--- config.mk ---
export PLATFORM = sky130hd
export DESIGN_NAME = thick_line_rasterizer_clip
export DESIGN_NICKNAME = d
export VERILOG_FILES = /design/src/hdl/tlrc_pkg.sv /design/src/hdl/thick_line_rasterizer_clip.sv
export SDC_FILE = /design/constraint.sdc
export NUM_CORES = 1
export LEC_CHECK = 0
export BUFFER_PORTS_ARGS = -buffer_cell sky130_fd_sc_hd__buf_2
export CORE_MARGIN = 5
export CORE_UTILIZATION = 35
export DETAILED_ROUTE_END_ITERATION = 10
export GPL_TIMING_DRIVEN = 0
export PLACE_DENSITY = 0.58
export REMOVE_ABC_BUFFERS = 1
export SLEW_MARGIN = 40
export SYNTH_ARGS = -nofsm -noshare
export SYNTH_HDL_FRONTEND = slang
export SYNTH_SLANG_ARGS = --single-unit
--- constraint.sdc ---
create_clock -name clk -period 5.5 [get_ports clk]
set_input_delay 0.55 -clock clk [delete_from_list [all_inputs] [get_ports clk]]
set_output_delay 0.55 -clock clk [all_outputs]
set_load 0.1 [all_outputs]
--- src/hdl/tlrc_pkg.sv ---
// Package for the thick line rasterizer: sizes, codes and word layouts.
`default_nettype none
package tlrc_pkg;

	localparam int COORD_BITS = 13;
	localparam int VIEW_MAX   = 2048;

	localparam int DELTA_BITS = COORD_BITS + 1;
	localparam int ERR_BITS   = COORD_BITS + 3;
	localparam int LOCAL_BITS = (COORD_BITS > 12 ? COORD_BITS : 12) + 1;

	localparam int ORIGIN_BITS = 11;
	localparam int VIEW_BITS   = 12;
	localparam int CFG_BITS    = 12;
	localparam int CFG_IDX_BITS = 2;

	localparam int PIX_BITS   = 11;
	localparam int ADDR_BITS  = 22;
	localparam int COLOR_BITS = 16;
	localparam int THICK_BITS = 8;
	localparam int HALF_BITS  = 7;

	// Input word layout
	localparam int IN_FIELD_BITS = 4 * COORD_BITS + COLOR_BITS + THICK_BITS;
	localparam int IN_DATA_BITS  = ((IN_FIELD_BITS + 7) / 8) * 8;
	localparam int IN_SC_LO = 0;
	localparam int IN_SR_LO = IN_SC_LO + COORD_BITS;
	localparam int IN_EC_LO = IN_SR_LO + COORD_BITS;
	localparam int IN_ER_LO = IN_EC_LO + COORD_BITS;
	localparam int IN_PC_LO = IN_ER_LO + COORD_BITS;
	localparam int IN_PT_LO = IN_PC_LO + COLOR_BITS;

	// Output word layout
	localparam int OUT_FIELD_BITS = 3 * PIX_BITS + ADDR_BITS + COLOR_BITS;
	localparam int OUT_DATA_BITS  = ((OUT_FIELD_BITS + 7) / 8) * 8;
	localparam int OUT_COL_LO  = 0;
	localparam int OUT_LOW_LO  = OUT_COL_LO + PIX_BITS;
	localparam int OUT_HIGH_LO = OUT_LOW_LO + PIX_BITS;
	localparam int OUT_ADDR_LO = OUT_HIGH_LO + PIX_BITS;
	localparam int OUT_CLR_LO  = OUT_ADDR_LO + ADDR_BITS;

	localparam logic [VIEW_BITS-1:0] VIEW_LIMIT = VIEW_BITS'(VIEW_MAX);

	typedef enum logic {
		OP_START = 1'b0,
		OP_STEP  = 1'b1
	} opcode_t;

	typedef enum logic [CFG_IDX_BITS-1:0] {
		REG_ORIGIN_X = 2'd0,
		REG_ORIGIN_Y = 2'd1,
		REG_WIDTH    = 2'd2,
		REG_HEIGHT   = 2'd3
	} cfg_idx_t;

	typedef logic signed [COORD_BITS-1:0] coord_t;

endpackage
`default_nettype wire

--- src/hdl/thick_line_rasterizer_clip.sv ---
// Top level of the thick line rasterizer with viewport clipping.
`default_nettype none
// Usage
//   s_axis words carry a command: tuser[0] is the opcode (start or step),
//   tdata holds the endpoints, pen colour and thickness (used on start).
//   A start word loads and arms a line and gives no output word. Each step
//   word on an armed line gives one span word on m_axis; a step with no
//   armed line is dropped. m_axis tlast marks the endpoint span, tuser[0]
//   says the centre pixel is visible (a hidden span has zero column, rows
//   and address).
//   The cfg port sets viewport origin and size; write it only while idle.
// Timing
//   One word per clock in both directions while m_tready is high. A step word
//   loads stage one (Bresenham step and clip); stage two, row*stride+column
//   in one 11x12 multiplier, then registers the span that m_axis offers.
// Reset
//   arst_n clears the pipeline, drops any armed line and restores 320x240 at 0,0.
// Stall
//   When m_tready is low the output word holds and the first stage keeps
//   accepting until it too is full; s_tready then falls until the receiver
//   takes the waiting word.
module thick_line_rasterizer_clip (
	input  wire                                   clk,
	input  wire                                   arst_n,
	// cfg: write enable, register index, data
	input  wire                                   cfg_wen,
	input  wire  [tlrc_pkg::CFG_IDX_BITS-1:0]     cfg_addr,
	input  wire  [tlrc_pkg::CFG_BITS-1:0]         cfg_wdata,
	// tdata from bit 0: start_col, start_row, end_col, end_row,
	// pen_color, pen_thickness, zero fill
	input  wire                                   s_tvalid,
	output logic                                  s_tready,
	input  wire  [tlrc_pkg::IN_DATA_BITS-1:0]     s_tdata,
	// tuser: opcode
	input  wire  [0:0]                            s_tuser,
	output logic                                  m_tvalid,
	input  wire                                   m_tready,
	// tdata from bit 0: span_col, span_row_low, span_row_high, span_addr,
	// span_color, zero fill
	output logic [tlrc_pkg::OUT_DATA_BITS-1:0]    m_tdata,
	// tuser: span_visible
	output logic [0:0]                            m_tuser,
	output logic                                  m_tlast
);
	import tlrc_pkg::*;

	// Viewport registers
	logic [ORIGIN_BITS-1:0] ox_q, oy_q;
	logic [VIEW_BITS-1:0]   w_q, h_q;
	logic [VIEW_BITS-1:0]   cfg_view;

	// Line state
	coord_t                 cur_col_q, cur_row_q, goal_col_q, goal_row_q;
	logic [DELTA_BITS-1:0]  dc_q, dr_q;
	logic [1:0]             dirs_q;
	logic signed [ERR_BITS-1:0] err_q;
	logic [COLOR_BITS-1:0]  color_q;
	logic [HALF_BITS-1:0]   half_q;
	logic                   active_q;

	// Pipeline
	logic                   v_s1;
	logic [PIX_BITS-1:0]    col_s1, lo_s1, hi_s1;
	logic [COLOR_BITS-1:0]  color_s1;
	logic                   vis_s1, last_s1;

	logic                   v_s2;
	logic [PIX_BITS-1:0]    col_s2, lo_s2, hi_s2;
	logic [ADDR_BITS-1:0]   addr_s2;
	logic [COLOR_BITS-1:0]  color_s2;
	logic                   vis_s2, last_s2;

	logic en1, en2, accept, is_start, is_step;

	// Input fields
	coord_t                 x0, y0, x1, y1;
	logic [COLOR_BITS-1:0]  pen_color;
	logic [THICK_BITS-1:0]  pen_thick;

	// Start set-up
	logic signed [DELTA_BITS-1:0] dx_raw, dy_raw;
	logic [DELTA_BITS-1:0]  dc_new, dr_new;
	logic [HALF_BITS-1:0]   half_new;

	// Step logic
	logic signed [LOCAL_BITS-1:0] lx, ly, wl, hl, a_row, b_row, hm1;
	logic                   vis, last;
	logic [PIX_BITS-1:0]    col_n, lo_n, hi_n;
	logic signed [ERR_BITS-1:0] e2, dc_e, dr_e, err_n;
	logic                   mv_col, mv_row;

	logic [PIX_BITS+VIEW_BITS-1:0] prod;

	// Handshake: stage 2 frees on take, stage 1 frees when it can move on
	assign en2      = !v_s2 || m_tready;
	assign en1      = !v_s1 || en2;
	assign s_tready = en1;
	assign accept   = s_tvalid && en1;
	assign is_start = accept && (s_tuser[0] == OP_START);
	assign is_step  = accept && (s_tuser[0] == OP_STEP) && active_q;

	assign x0        = s_tdata[IN_SC_LO +: COORD_BITS];
	assign y0        = s_tdata[IN_SR_LO +: COORD_BITS];
	assign x1        = s_tdata[IN_EC_LO +: COORD_BITS];
	assign y1        = s_tdata[IN_ER_LO +: COORD_BITS];
	assign pen_color = s_tdata[IN_PC_LO +: COLOR_BITS];
	assign pen_thick = s_tdata[IN_PT_LO +: THICK_BITS];

	// Width and height above the limit act as the limit
	assign cfg_view = (cfg_wdata > VIEW_LIMIT) ? VIEW_LIMIT : cfg_wdata;

	always_comb begin
		dx_raw   = DELTA_BITS'(x1) - DELTA_BITS'(x0);
		dy_raw   = DELTA_BITS'(y1) - DELTA_BITS'(y0);
		dc_new   = dx_raw[DELTA_BITS-1] ? DELTA_BITS'(-dx_raw) : DELTA_BITS'(dx_raw);
		dr_new   = dy_raw[DELTA_BITS-1] ? DELTA_BITS'(-dy_raw) : DELTA_BITS'(dy_raw);
		half_new = (pen_thick == '0) ? '0 : HALF_BITS'((pen_thick - 1'b1) >> 1);
	end

	// Clip the current point and grow the vertical span around it
	always_comb begin
		lx    = LOCAL_BITS'(cur_col_q) - $signed(LOCAL_BITS'(ox_q));
		ly    = LOCAL_BITS'(cur_row_q) - $signed(LOCAL_BITS'(oy_q));
		wl    = $signed(LOCAL_BITS'(w_q));
		hl    = $signed(LOCAL_BITS'(h_q));
		hm1   = hl - LOCAL_BITS'(1);
		vis   = !lx[LOCAL_BITS-1] && (lx < wl) && !ly[LOCAL_BITS-1] && (ly < hl);
		last  = (cur_col_q == goal_col_q) && (cur_row_q == goal_row_q);
		a_row = ly - $signed(LOCAL_BITS'(half_q));
		b_row = ly + $signed(LOCAL_BITS'(half_q));
		if (a_row[LOCAL_BITS-1]) begin
			a_row = '0;
		end
		if (b_row > hm1) begin
			b_row = hm1;
		end
		col_n = vis ? lx[PIX_BITS-1:0]    : '0;
		lo_n  = vis ? a_row[PIX_BITS-1:0] : '0;
		hi_n  = vis ? b_row[PIX_BITS-1:0] : '0;
	end

	// One Bresenham step; both tests use the same doubled error
	always_comb begin
		e2     = err_q <<< 1;
		dc_e   = $signed(ERR_BITS'(dc_q));
		dr_e   = $signed(ERR_BITS'(dr_q));
		mv_col = e2 > -dr_e;
		mv_row = e2 < dc_e;
		err_n  = err_q;
		if (mv_col) begin
			err_n = err_n - dr_e;
		end
		if (mv_row) begin
			err_n = err_n + dc_e;
		end
	end

	always_ff @(posedge clk or negedge arst_n) begin
		if (!arst_n) begin
			ox_q <= '0;
			oy_q <= '0;
			w_q  <= VIEW_BITS'(320);
			h_q  <= VIEW_BITS'(240);
		end else if (cfg_wen) begin
			case (cfg_addr)
				REG_ORIGIN_X: ox_q <= cfg_wdata[ORIGIN_BITS-1:0];
				REG_ORIGIN_Y: oy_q <= cfg_wdata[ORIGIN_BITS-1:0];
				REG_WIDTH:    w_q  <= cfg_view;
				REG_HEIGHT:   h_q  <= cfg_view;
				default: ;
			endcase
		end
	end

	always_ff @(posedge clk or negedge arst_n) begin
		if (!arst_n) begin
			cur_col_q  <= '0;
			cur_row_q  <= '0;
			goal_col_q <= '0;
			goal_row_q <= '0;
			dc_q       <= '0;
			dr_q       <= '0;
			dirs_q     <= '0;
			err_q      <= '0;
			color_q    <= '0;
			half_q     <= '0;
			active_q   <= 1'b0;
		end else if (is_start) begin
			// Replace whatever line is in progress
			cur_col_q  <= x0;
			cur_row_q  <= y0;
			goal_col_q <= x1;
			goal_row_q <= y1;
			dc_q       <= dc_new;
			dr_q       <= dr_new;
			dirs_q     <= {!(y0 < y1), !(x0 < x1)};
			err_q      <= $signed(ERR_BITS'(dc_new)) - $signed(ERR_BITS'(dr_new));
			color_q    <= pen_color;
			half_q     <= half_new;
			active_q   <= 1'b1;
		end else if (is_step) begin
			if (last) begin
				active_q <= 1'b0;
			end else begin
				err_q <= err_n;
				if (mv_col) begin
					cur_col_q <= dirs_q[0] ? cur_col_q - 1'b1 : cur_col_q + 1'b1;
				end
				if (mv_row) begin
					cur_row_q <= dirs_q[1] ? cur_row_q - 1'b1 : cur_row_q + 1'b1;
				end
			end
		end
	end

	// Stage 1: clipped span of the current point
	always_ff @(posedge clk or negedge arst_n) begin
		if (!arst_n) begin
			v_s1 <= 1'b0;
		end else if (en1) begin
			v_s1 <= is_step;
		end
	end

	always_ff @(posedge clk) begin
		if (en1 && is_step) begin
			col_s1   <= col_n;
			lo_s1    <= lo_n;
			hi_s1    <= hi_n;
			color_s1 <= color_q;
			vis_s1   <= vis;
			last_s1  <= last;
		end
	end

	// Stage 2: framebuffer index; hidden spans carry zero row and column
	assign prod = (PIX_BITS+VIEW_BITS)'(lo_s1) * (PIX_BITS+VIEW_BITS)'(w_q);

	always_ff @(posedge clk or negedge arst_n) begin
		if (!arst_n) begin
			v_s2 <= 1'b0;
		end else if (en2) begin
			v_s2 <= v_s1;
		end
	end

	always_ff @(posedge clk) begin
		if (en2 && v_s1) begin
			col_s2   <= col_s1;
			lo_s2    <= lo_s1;
			hi_s2    <= hi_s1;
			addr_s2  <= ADDR_BITS'(prod + (PIX_BITS+VIEW_BITS)'(col_s1));
			color_s2 <= color_s1;
			vis_s2   <= vis_s1;
			last_s2  <= last_s1;
		end
	end

	assign m_tvalid = v_s2;
	assign m_tuser  = vis_s2;
	assign m_tlast  = last_s2;
	assign m_tdata  = OUT_DATA_BITS'({color_s2, addr_s2, hi_s2, lo_s2, col_s2});

endmodule
`default_nettype wire

# Yosys cells after proc, flatten, opt, wreduce, memory -nomap -nowiden
# Cells that the tools add are included.
# totals
reg_bits,294
in_bits,100
out_inout_bits,76
word_cells,122
# classes
addsub,19
n_mul,1
n_lt_le_gt_ge,8
n_eq_ne,6
mux,23
n_bitwise,2
reduce_logical,33
# op_table
op,n
$mux 13,10
$mux 16,5
$lt 14x13->1,2
$mux 14,2
$neg 14->14,2
$sub 13x12->14,2
$sub 13x13->14,2
$add 13x1->13 const B,2
$eq 13x13->1,2
$lt 13x13->1,2
$sub 13x1->13 const B,2
$add 22x11->22,1
$mul 11x12->22,1
$add 16x15->16,1
$gt 16x16->1,1
$lt 16x15->1,1
$neg 14->16,1
$sub 16x15->16,1
$sub 14x14->15,1
$add 14x8->14,1
$gt 14x13->1,1
$sub 14x8->14,1
$sub 12x1->13 const B,1
$gt 12x12->1 const B,1
other kinds (18),46

# Longest topological paths before layout
# Gate-level depths: netlist of the first run.
# logic_depth
ltp_word,8
mapped_depth,28
ltp_nobuf,26

# Worst setup path after synthesis of the first run
# Ideal clock, no wire load.
# synth_path
kind,register to register
from,register dr_q[4]
to,register err_q[14]
arrival_time_ps,5801
required_time_ps,5361
path_slack_ps,-440
stages_incl_launch_ff,26
path_buffers,2
cell_sequence,dfrtp_1 nor4_1 nand2_1 nor4_1 nand2_1 o41ai_1 o21ai_0 ha_1 nand3_1 nor4_1 a22oi_1 o211ai_1 mux2_2 buf_2 buf_1 o21ai_0 ha_1 a21o_1 or3_1 o211ai_1 o21ai_0 o311ai_0 nand2b_1 and3_1 and3_1 or4_1
# synth_between
elab_chain_cells,8
# synth_rtl
item,line,rtl
from (decl),thick_line_rasterizer_clip.sv:54,"logic [DELTA_BITS-1:0] dc_q, dr_q;"
from (signal assigned),thick_line_rasterizer_clip.sv:195,dr_q <= dr_new;
$neg 14->16,thick_line_rasterizer_clip.sv:147,mv_col = e2 > -dr_e;
$gt 16x16->1,thick_line_rasterizer_clip.sv:147,
$mux 16 *,thick_line_rasterizer_clip.sv:150,if (mv_col) begin
$add 16x15->16,thick_line_rasterizer_clip.sv:154,err_n = err_n + dc_e;
$mux 16 *,thick_line_rasterizer_clip.sv:153,if (mv_row) begin
$mux 16 *,thick_line_rasterizer_clip.sv:202,if (last) begin
$mux 16 *,thick_line_rasterizer_clip.sv:201,end else if (is_step) begin
$mux 16 *,thick_line_rasterizer_clip.sv:188,end else if (is_start) begin
to (signal assigned),thick_line_rasterizer_clip.sv:197,err_q <= $signed(ERR_BITS'(dc_new)) - $signed(ERR_BITS'(dr_new));
to (signal assigned),thick_line_rasterizer_clip.sv:205,err_q <= err_n;
to (decl),thick_line_rasterizer_clip.sv:56,logic signed [ERR_BITS-1:0] err_q;
# Every way passes the cells marked *; elsewhere a longest branch is shown, timed or not. The select of a mux whose other input is x is not followed.
# A chain may end at the register's enable or synchronous reset.

# Worst setup path after layout of the first run
# layout_path
from,register dr_q[5]
to,register err_q[14]
# The elaborated chain is that of the path after synthesis.

==> results of run 1 <==
registers in the layout (all words and copies together), names as in the netlist, 2 cells and up:
signal / cells
ox_q: 11
lo_s1: 11
dc_q: 14
cur_row_q: 13
hi_s1: 11
cur_col_q: 13
hi_s2: 11
dirs_q: 2
goal_col_q: 13
col_s2: 11
color_s1: 16
goal_row_q: 13
lo_s2: 11
h_q: 12
half_q: 7
err_q: 15
color_s2: 16
w_q: 12
color_q: 16
dr_q: 14
col_s1: 11
addr_s2: 22
oy_q: 11
where the power goes:
part | switching (W) | internal, W | leakage, nW
registers | 0.000552 | 0.00286 | 3.21
clock network | 0.00106 | 0.00148 | 0.631
logic | 0.00674 | 0.00488 | 9.14
total | 0.00835 | 0.00921 | 13.0
Yosys cell counts (all sizes together) (4+ instances only):
cell type | instances | area [µm²]
a21o | 43 | 323
xor2 | 70 | 613
nand2 | 358 | 1350
nand2b | 38 | 238
or2 | 9 | 56.3
nor3b | 4 | 30.0
nor4 | 13 | 81.3
nor2 | 142 | 533
o21bai | 14 | 105
a221o | 6 | 60.1
xnor2 | 127 | 1120
nand3 | 30 | 150
nand4 | 23 | 144
a211oi | 33 | 248
a21boi | 4 | 30.0
and3 | 13 | 81.3
nor2b | 28 | 175
ha | 258 | 3230
o41ai | 9 | 78.8
a21oi | 95 | 479
o311ai | 6 | 52.6
mux2 | 30 | 338
a211o | 11 | 96.3
o31ai | 11 | 87.6
a22oi | 14 | 105
and2 | 70 | 438
a31oi | 14 | 87.6
inv | 307 | 1150
o22ai | 17 | 106
mux2i | 7 | 70.1
nor3 | 50 | 250
clkbuf | 60 | 225
dfrtp | 163 | 4080
a31o | 4 | 35.0
dfstp | 6 | 158
o21ai | 143 | 716
o211ai | 20 | 150
o221ai | 7 | 61.3
edfxtp | 124 | 3720
or3 | 18 | 113
fa | 110 | 2200
buf | 10 | 45.0
nand3b | 5 | 37.5
o21a | 16 | 120
worst max-delay path: stages (launching register included):
cell and delay, ns:
dfrtp_1 0.42, nor4_4 0.33, nand2_2 0.13, nor4_4 0.21, nand2_2 0.12, o41ai_2 0.24
o21ai_1 0.14, ha_1 0.33, nand3_4 0.10, nor4_4 0.20, a22oi_2 0.13, o211ai_1 0.19
mux2_4 0.43, o21ai_2 0.16, ha_2 0.20, inv_1 0.05, fa_1 0.40, nand2b_4 0.17
a21oi_2 0.21, o211ai_1 0.18, o21ai_2 0.22, o311ai_2 0.12, nand2b_1 0.11, a31oi_1 0.05
o211a_1 0.20, or4_1 0.50
final timing paths:
check	from	endpoint	depth (start not counted)
max in group asynchronous	arst_n	h_q[7]$_DFFE_PN1P_	4
setup / recovery	dr_q[5]$_DFFE_PN0P_	err_q[14]$_DFFE_PN0P_	25
hold reg to reg	hi_s1[5]$_SDFFCE_PN0P_	hi_s2[5]$_DFFE_PP_	0
min in group asynchronous	arst_n	err_q[0]$_DFFE_PN0P_	2
hold / removal	s_tdata[59]	color_q[7]$_DFFE_PN0P_	3
setup reg to reg	dr_q[5]$_DFFE_PN0P_	err_q[14]$_DFFE_PN0P_	25
through the flow:
step	power (W)	setup WS, ns	hold WS (ns)	cell area [µm²]	instances
after floorplan	0.0115	-0.305	0.254	23700	2511
after global placement	0.0138	-2.67	0.401	25600	3563
after detailed placement	0.0140	-1.53	0.405	25900	3576
after CTS	0.0171	-0.110	0.148	27900	3706
after global routing	0.0192	-0.522	0.164	28400	3733
final	0.0176	-0.198	0.189	28400	3734
metal layers:
layer  share of wire, %  vias up
met2                 46      365
met4                1.7        0
met1                 47     9051
met3                4.5       67
met5                  0        -
li1                   -     9324
area by class of cell:
cell class / instances / area (µm²) / area share (%)
antenna: 2 / 5.00 / 0.0176
timing repair buffer: 266 / 1770 / 6.21
clock buffer: 50 / 1100 / 3.87
sequential: 293 / 7980 / 28.1
tap: 882 / 1100 / 3.88
clock inverter: 21 / 169 / 0.594
multi-input combinational: 1912 / 15100 / 53.3
inverter: 308 / 1160 / 4.10
cells by family (layout without fill, tap and decap cells):
kind of cell | Yosys count | in the layout | share of synthesized area [%]
xor gates and xnor gates | 197 | 197 | 7.23
adders and majority gates | 368 | 368 | 22.7
muxes | 37 | 39 | 1.70
and+or+nand+nor | 812 | 812 | 15.8
buffers and inverters | 378 | 645 | 5.95
DFF | 293 | 293 | 33.2
AOI/OAI and AO/OA | 495 | 495 | 13.5
other | 1 | 3 | 0.0157
timing repair:
| item | 4_1_cts | 5_1_grt |
|---|---|---|
| cloned | 2 | 1 |
| hold endpoints to repair | 35 | 0 |
| gates resized for setup | 65 | 79 |
| hold buffers | 1 | 0 |
| setup endpoints to repair | 26 | 40 |
| buffers inserted | 56 | 25 |
| pin swaps | 24 | 54 |
==> impl_results.md, run 1 <==
- Status: complete, but fails checks
- Violated checks: setup timing
- GR Layer Usage met2: 28.9%
- Placer Congestion: 0.879
- Achievable Freq: roughly 180 MHz
- Total grt overflow: 0
- Gr usage total: between 10% and 20%
- Antenna viol nets, final: 0
- Startpoint types: flip-flop
- DR iter-0 viols: 1092
- Initial antenna violation count: 6
- Skew-Pair Late Insertion Delay: 0.55 ns
- Die Width: approximately 270 µm
- PortBufs: 170
- H-tree Lvls: 2
- Post-Route WL: 65600 µm
- Site row count: 96
- Most Used Layer, Global Route: met2
- Ys Warns: 0
- Least-Margin Pin Slew: ~0.77 ns
- Inserted Clock Buffers: 39
- Via count: roughly 19000
- CTS tree: done
- CP Data Required Time: 5.92 ns
- Die outline area: 73800 µm²
- GRT met1 Usage: 24.5%
- Reg2reg setup slack: -0.20 ns
- Max-slew violation count: 0
- Initial Util: 35.1%
- DRC: 0
- Core Footprint: 68200 µm²
- Mapped Area: 24000 µm²
- Drt first pass iters: 5
- Slew headroom: 48.3%
- Leakage: 13.0 nW
- Final min period: 5.70 ns
- Clk root buf: clkbuf_16
- Register area share after synthesis: 33.2%
- Min-Delay Path Class: in2reg
- Syn Inst Count: 2581
- Seq cells post-synth: between 200 and 300
- Pwr Density: 618 nW/µm²
- Most common cell after layout, fill and taps aside: nand2_1
- RSZ-0062 raised after global routing: yes
- Fin util: approximately two fifths
- CP Max Fanout: 7
- IO Pins: approximately 180
- Met3 usage: 2.46%
- First-pass GRT wire length: ~100000 µm
- Final setup fails: 2
- Worst-path clk slew: 0.06 ns
- Critical Path AT: around 6 ns
- Clock sink count: 293
- Netlist cell types: 79
- Final setup TNS: -0.198 ns
- Clock tree buffer depth: 3
- WL per Instance: about 18 µm
- Min setup slack post-route: -0.198 ns
- Detail Placement HPWL: 50200 µm
- Prevailing post-synth register cell: dfrtp_1
- Vias in the first global route: 18678
- Critical path class: reg2reg
- Layout Nets: 3288
- Layout area overhead: 18.7%
- Peak supply drop: approximately 510 µV
- Max Cap Violations: 0
- Post-synth EDFFs: 124
- Mean Syn Cell Area: a little over 9 µm²
- Largest net degree at the start of global routing: 71
- Most frequent cells in the layout: 351 x nand2_1, 294 x inv_1, 244 x ha_1
- Crit. End Element: flip-flop
- Tcrit/Tclk final: 104%
- Synth async-reset ratio: 57.7%
- Fin. Hold Viols: 0
- Fillers: 6746
- Clock skew: 0.0129 ns
- Share of layout cells above drive strength 1: 17.7%
- Die Y-Extent: 272 µm
- Post-DR vias/cell: 5.04
No activity file was read; power rests on OpenSTA's default activity.
==> run 2, diff against run 1 <==
--- a/config.mk
+++ b/config.mk
@@ -5,8 +5,9 @@
 export SDC_FILE = /design/constraint.sdc
 export NUM_CORES = 1
 export LEC_CHECK = 0
+export ABC_AREA = 1
 export BUFFER_PORTS_ARGS = -buffer_cell sky130_fd_sc_hd__buf_2
-export CORE_MARGIN = 5
+export CORE_MARGIN = 2
 export CORE_UTILIZATION = 35
 export DETAILED_ROUTE_END_ITERATION = 10
 export GPL_TIMING_DRIVEN = 0
==> run 2 against run 1 <==
  * The run now ends clean
  * Final area is 3.8% higher
  * First-iteration DRC count is 4.9% higher
  * Global-route usage is 1.0 points higher
  * Clock power hardly changed
  * Fmax is 10% higher
  * Power is 5.7% higher
  * Setup slack better by 0.54 ns
  * Clock skew is 0.013 ns higher
  * Area after synthesis is 6.6% higher
  * Sequential share of layout area is 1.0 points lower
  * Final cell count is 21% higher
  * Utilization is 1.0 points lower
  * Critical endpoint is now addr_s2[19]$_DFFE_PP_
  * Largest power group unchanged
  * Highest routed layer unchanged
==> impl_results.md, run 2 <==
- Status: finished clean
- Hold wc startpoint: s_tdata[59]
- Clock skew: approximately 0.026 ns
- Synth async-reset ratio: just under 60%
- Comb power frac: 67.7%
- Area post-placement: ~28000 µm²
- DR iter-0 viols: 1146
- CP Max Fanout: 6
- Share of layout cells above drive strength 1: a little over a tenth
- IO Pins: 176
- Min setup slack post-route: 0.339 ns
- Leakage: 15.2 nW
- Max Cap Violations: 0
- Worst reg2reg path startpoint: lo_s1[6]$_SDFFCE_PP0P_
- Internal power: 0.00899 W
- Placer Congestion: 0.911
- Most instantiated cells after synthesis: 911 x nand2_1, 572 x inv_1, 258 x ha_1
- H-tree Lvls: 2
- Number of flip-flops in the largest register: 22
- Post-DR vias/cell: about 4.8
- Syn Inst Count: 3327
- Clock tree buffer depth: 3
- Least-Margin Pin Slew: 0.740 ns
- Most frequent cells in the layout: 908 x nand2_1, 568 x inv_1, 253 x ha_1
- WL per Instance: 15.4 µm
- Site row count: just under 100
- Startpoint types: flip-flop
- Clock Power Share: 13.8%
- Netlist cell types: 55
- Seq pwr share: about a fifth
- Prevailing post-synth register cell: dfrtp_1
- Seq cells post-synth: 293
- Most common cell after layout, fill and taps aside: nand2_1
- Initial Util: 35.2%
- Clk root buf: clkbuf_16
- Critical path class: reg2reg
- Delay-heaviest family, CP: adder cells
- Fin. Hold Viols: 0
- DRC: 0
- Core Footprint: just over 70000 µm²
- Via count: 21694
- Layout area overhead: 15.6%
- Largest net degree at the start of global routing: 71
- Final hold slack: 0.180 ns
- Drt first pass iters: 5
- Post-Route WL: between 60000 and 70000 µm
- Crit. End Element: flip-flop
- Skew-Pair Late Insertion Delay: around 0.58 ns
- Gr usage total: 18.4%
- Die Y-Extent: 274 µm
- Antenna viol nets, final: 0
- Ys Warns: 0
- Switching share of power: 51.6%
- Sequential Area: ~8000 µm²
- Final min period: 5.16 ns
- Vias in the first global route: 20654
- Switching pwr: about 0.0096 W
- Leading area contributor after synthesis: dfrtp_1
- Multi-input gate area: 15300 µm²
- Initial antenna violation count: 9
- PortBufs: 170
- Slew headroom: 50.5%
- Inserted Clock Buffers: 37
- Most common cell in the netlist: nand2_1
- Fillers: around 7500
- Synth top area share: roughly 16%
- Tcrit/Tclk final: 93.8%
- CTS tree: done
- Top reg by flops: addr_s2
- Post-synth EDFFs: about 120
- Worst-path clk slew: 0.06 ns
- Die outline area: 75100 µm²
- Design area: 29500 µm²
- Max-slew violation count: 0
- Detail Placement HPWL: 54900 µm
- Fin util: between 40% and 50%
- Critical-path top delay cell: edfxtp_1
- Die Width: 274 µm
- Pre-CTS setup slack: -0.252 ns
- Final setup TNS: 0 ns
- Total grt overflow: 0
- First-pass GRT wire length: 110000 µm
- Register area share after synthesis: 31.2%
- Max incr delay on CP: 0.54 ns
- Crit path cell chain: nand2_1 > inv_1 > fa_1 > inv_1 > fa_1 > inv_1 > fa_1 > inv_1 > fa_1 > inv_1 > fa_1 > ha_1 > nand2_1 > nor2_2 > nand2_1 > o211ai_1 > a31oi_1 > o21bai_1 > nand2_1 > nand3_1 > nand2_1
- Pwr Density: 629 nW/µm²
- Mean Syn Cell Area: 7.68 µm²
- Clock sink count: 293
- CP startpoint: lo_s1[6]$_SDFFCE_PP0P_
- Mapped Area: roughly 26000 µm²
- Final setup fails: 0
- Critical Path AT: 5.48 ns
- CP Data Required Time: 5.82 ns
- Achievable Freq: between 150 and 200 MHz
- Layout Nets: approximately 4000
- Min-Delay Path Class: in2reg
- Crit path buffers/inverters: 5
- Peak supply drop: 506 µV
- Area contributors post-synth: dfrtp_1 16%, edfxtp_1 15%, nand2_1 13%, ha_1 13%, fa_1 8.6%
==> run 2: cell count changes after synthesis, sizes merged, moves of 30 or more <==
cell / previous run / this run
nand2b: 38 / 0
nand2: 358 / 919
a21o: 43 / 11
xnor2: 127 / 52
nand3: 30 / 158
nor2: 142 / 234
o21ai: 143 / 187
xor2: 70 / 111
inv: 307 / 581
and2: 70 / 4
a21oi: 95 / 181
mux2: 30 / 0
==> run 2: what timing repair did <==
| item | 4_1_cts | 5_1_grt |
|---|---|---|
| hold endpoints to repair | 50 | 0 |
| setup endpoints to repair | 14 | 24 |
| hold buffers | 1 | 0 |
| pin swaps | 0 | 11 |
| cloned | 0 | 1 |
| resized for setup | 6 | 43 |
| buffers inserted | 0 | 40 |
==> run 2: stage by stage <==
step,power (W),instances
floorplan,0.0126,3256
global placement,0.0154,4385
detailed placement,0.0155,4400
CTS,0.0182,4469
global route,0.0206,4513
finish,0.0186,4516
==> run 2: path summary, 6_finish.rpt <==
kind | slack [ns] | cells past startpoint | end
max in group asynchronous | 4.26 | 3 | w_q[8]$_DFFE_PN1P_
min reg2reg | 0.42 | 0 | hi_s2[0]$_DFFE_PP_
min in group asynchronous | 0.48 | 2 | dr_q[10]$_DFFE_PN0P_
min | 0.18 | 3 | color_q[7]$_DFFE_PN0P_
max reg2reg | 0.34 | 21 | addr_s2[19]$_DFFE_PP_
max | 0.34 | 21 | addr_s2[19]$_DFFE_PP_
==> run 2: metal layers <==
layer / vias to the layer above / track usage (%) / part of all wire [%]
met2: 424 / 31.9 / 48
met3: 83 / 2.16 / 4.3
met1: 10160 / 24.7 / 46
met5: - / 0 / 0
met4: 0 / 4.09 / 2.1
li1: 11027 / - / -
==> run 2: power by group through the flow <==
stage          logic (W)  clock network, W  registers (W)
6_report          0.0126           0.00256        0.00345
5_1_grt           0.0143           0.00272        0.00350
4_1_cts           0.0121           0.00264        0.00348
3_5_place_dp      0.0120                 0        0.00352
3_3_place_gp      0.0119                 0        0.00352
2_1_floorplan    0.00862                 0        0.00398
==> run 2: logic make-up after synthesis <==
| family | synth area share [%] |
|---|---|
| fa+ha+maj | 21.3 |
| xor+xnor | 5.84 |
| compound gates | 9.38 |
| flops | 31.2 |
| buf+inv | 9.77 |
| mux | 0.0392 |
| other cells | 0.0147 |
| simple gates | 22.5 |
==> run 2: layout make-up <==
cell class	instances	share of cell area, %
Inverter	581	7.44
Timing Repair inverter	1	0.0254
Antenna cell	6	0.0509
Sequential cell	293	27.0
Multi-Input combinational cell	2382	51.8
Tap cell	959	4.06
Timing Repair Buffer	226	5.34
Clock inverter	19	0.767
Clock buffer	49	3.53
==> run 2: worst min-delay path, cell delays in order <==
cell and delay, ns:
buf_2 0.07, nand2_1 0.04, nand2_1 0.05
==> run 3, diff against run 2 <==
--- a/config.mk
+++ b/config.mk
@@ -8,10 +8,10 @@
 export ABC_AREA = 1
 export BUFFER_PORTS_ARGS = -buffer_cell sky130_fd_sc_hd__buf_2
 export CORE_MARGIN = 2
-export CORE_UTILIZATION = 35
+export CORE_UTILIZATION = 57
 export DETAILED_ROUTE_END_ITERATION = 10
 export GPL_TIMING_DRIVEN = 0
-export PLACE_DENSITY = 0.58
+export PLACE_DENSITY = 0.84
 export REMOVE_ABC_BUFFERS = 1
 export SLEW_MARGIN = 40
 export SYNTH_ARGS = -nofsm -noshare
==> run 3 against run 2 <==
  * Register-to-register slack got worse by 0.13 ns
  * Global-route usage rose by 9.4 points
  * Flip-flop and latch count did not move
  * Sequential share of layout area rose by 0.73 points
  * Sequential power barely moved
  * Die area fell by 38%
  * Hold slack improved by 0.021 ns
  * Fmax fell by 2.5%
  * Critical path depth did not move
  * First-iteration DRC count rose by 41%
  * Final area fell by 2.7%
  * Critical endpoint unchanged
  * Largest cell class unchanged
==> impl_results.md, run 3 (synthesis results as in run 2) <==
- Status: finished clean
- Design area: 28700 µm²
- Final min period: between 5 and 6 ns
- Core Footprint: ~44000 µm²
- Crit. End Element: flip-flop
- Fillers: 3694
- Post-DR vias/cell: 5.38
- First-pass GRT wire length: about 110000 µm
- Peak supply drop: 531 µV
- Gr usage total: 27.9%
- Inserted Clock Buffers: 34
- Achievable Freq: 189 MHz
- Detail Placement HPWL: 50300 µm
- Clock skew: roughly 0.025 ns
- Clock sink count: 293
- Multi-input gate area: 15200 µm²
- Final setup fails: 0
- Critical Path AT: approximately 5.6 ns
- Min-Delay Path Class: in2reg
- Initial Util: 57.8%
- CP Data Required Time: 5.79 ns
- CP Max Fanout: 8
- DR iter-0 viols: about 1600
- Sequential Area: 7970 µm²
- Placer Congestion: 0.925
- Antenna viol nets, final: 0
- Via count: approximately 22000
- Worst-path clk slew: 0.06 ns
- Layout Nets: 3972
- Largest net degree at the start of global routing: 98
- Pwr Density: 633 nW/µm²
- Tcrit/Tclk final: 96.2%
- PortBufs: 170
- Critical path class: reg2reg
- Share of layout cells above drive strength 1: 10.0%
- Skew-Pair Late Insertion Delay: 0.56 ns
- Clock tree buffer depth: 3
- Site row count: 77
- Most frequent cells in the layout: 909 x nand2_1, 568 x inv_1, 256 x ha_1
- CTS tree: done
- DRC: 0
- Die Width: 216 µm
- # placed instances: 4032
- Vias in the first global route: 21425
- Fin util: 65.0%
- Die Y-Extent: approximately 220 µm
- Least-Margin Pin Slew: approximately 0.84 ns
- Final hold slack: 0.201 ns
- Drt first pass iters: 6
- Pwr Total: around 0.018 W
- Post-Route WL: about 65000 µm
- Die outline area: 46500 µm²
- Leakage: 15.0 nW
- Max Cap Violations: 0
- Top reg by flops: addr_s2
- Most common cell after layout, fill and taps aside: nand2_1
- Slew headroom: 43.6%
- Startpoint types: flip-flop
- Layout area overhead: 12.5%
- Total grt overflow: 0
- Max-slew violation count: 0
- Non-filler cells, final: 4132
- IO Pins: approximately 180
- Number of flip-flops in the largest register: 22
- Area post-placement: 27200 µm²
- Clk root buf: clkbuf_16
- Fin. Hold Viols: 0
- Initial antenna violation count: 9
- WL per Instance: 15.6 µm
- H-tree Lvls: 2
## run 3: timing repair
item / CTS / global route
endpoints found under the hold margin: 41 / 0
hold buffers: 1 / 0
setup buffers: 0 / 25
pin swaps: 0 / 9
setup endpoints to repair: 9 / 25
cloned: 1 / 1
resized for setup: 5 / 41
## run 3: final timing paths
kind                                         from                      to  slack [ns]  cells after the start
min in group asynchronous                  arst_n   half_q[0]$_DFFE_PN0P_        0.48                      2
max in group asynchronous                  arst_n  color_q[8]$_DFFE_PN0P_        3.97                      4
setup / recovery           lo_s1[6]$_SDFFCE_PP0P_   addr_s2[19]$_DFFE_PP_        0.21                     21
hold reg to reg            hi_s1[1]$_SDFFCE_PN0P_      hi_s2[1]$_DFFE_PP_        0.42                      0
setup reg to reg           lo_s1[6]$_SDFFCE_PP0P_   addr_s2[19]$_DFFE_PP_        0.21                     21
hold / removal                        s_tdata[53]  color_q[1]$_DFFE_PN0P_        0.20                      3
## run 3: area by class of cell
type	instances	share of cell area [%]
multi-input cells	2382	53.1
inverters	581	7.65
flip-flops and latches	293	27.8
well taps	592	2.58
clock inverters	19	0.749
diodes	10	0.0871
repair inverters	2	0.0523
clock buffers	43	3.22
repair buffers	210	4.81
## run 3: metrics by stage
step	setup WS, ns	TNS, ns
2_1_floorplan	-3.27	-270.91
3_3_place_gp	-8.19	-804.92
3_5_place_dp	-0.157	-0.947
4_1_cts	0.0532	0
5_1_grt	-0.0319	-0.0701
6_report	0.208	0
## run 3: metal layers
metal / track usage (%) / routed length [µm]
met5: 0 / 12
met4: 12.3 / 2720
met3: 3.61 / 4290
met2: 46.4 / 30300
met1: 36.6 / 27200
## run 3: report_power, final
group          leakage (nW)  switching [W]  internal [W]
registers              3.24       0.000528       0.00292
logic                  11.2        0.00797       0.00443
clock network         0.555       0.000978       0.00136
## run 3: critical path, cell delays in order (launching register included)
cell	delay (ns)
edfxtp_1	0.56
nand2_1	0.13
inv_1	0.06
fa_1	0.50
inv_1	0.05
fa_1	0.53
inv_1	0.05
fa_1	0.52
inv_1	0.06
fa_1	0.53
inv_1	0.05
fa_1	0.48
ha_1	0.38
nand2_1	0.10
nor2_2	0.18
nand2_1	0.09
o211ai_1	0.16
a31oi_2	0.10
o21bai_1	0.25
nand2_1	0.10
nand3_1	0.08
nand2_1	0.06
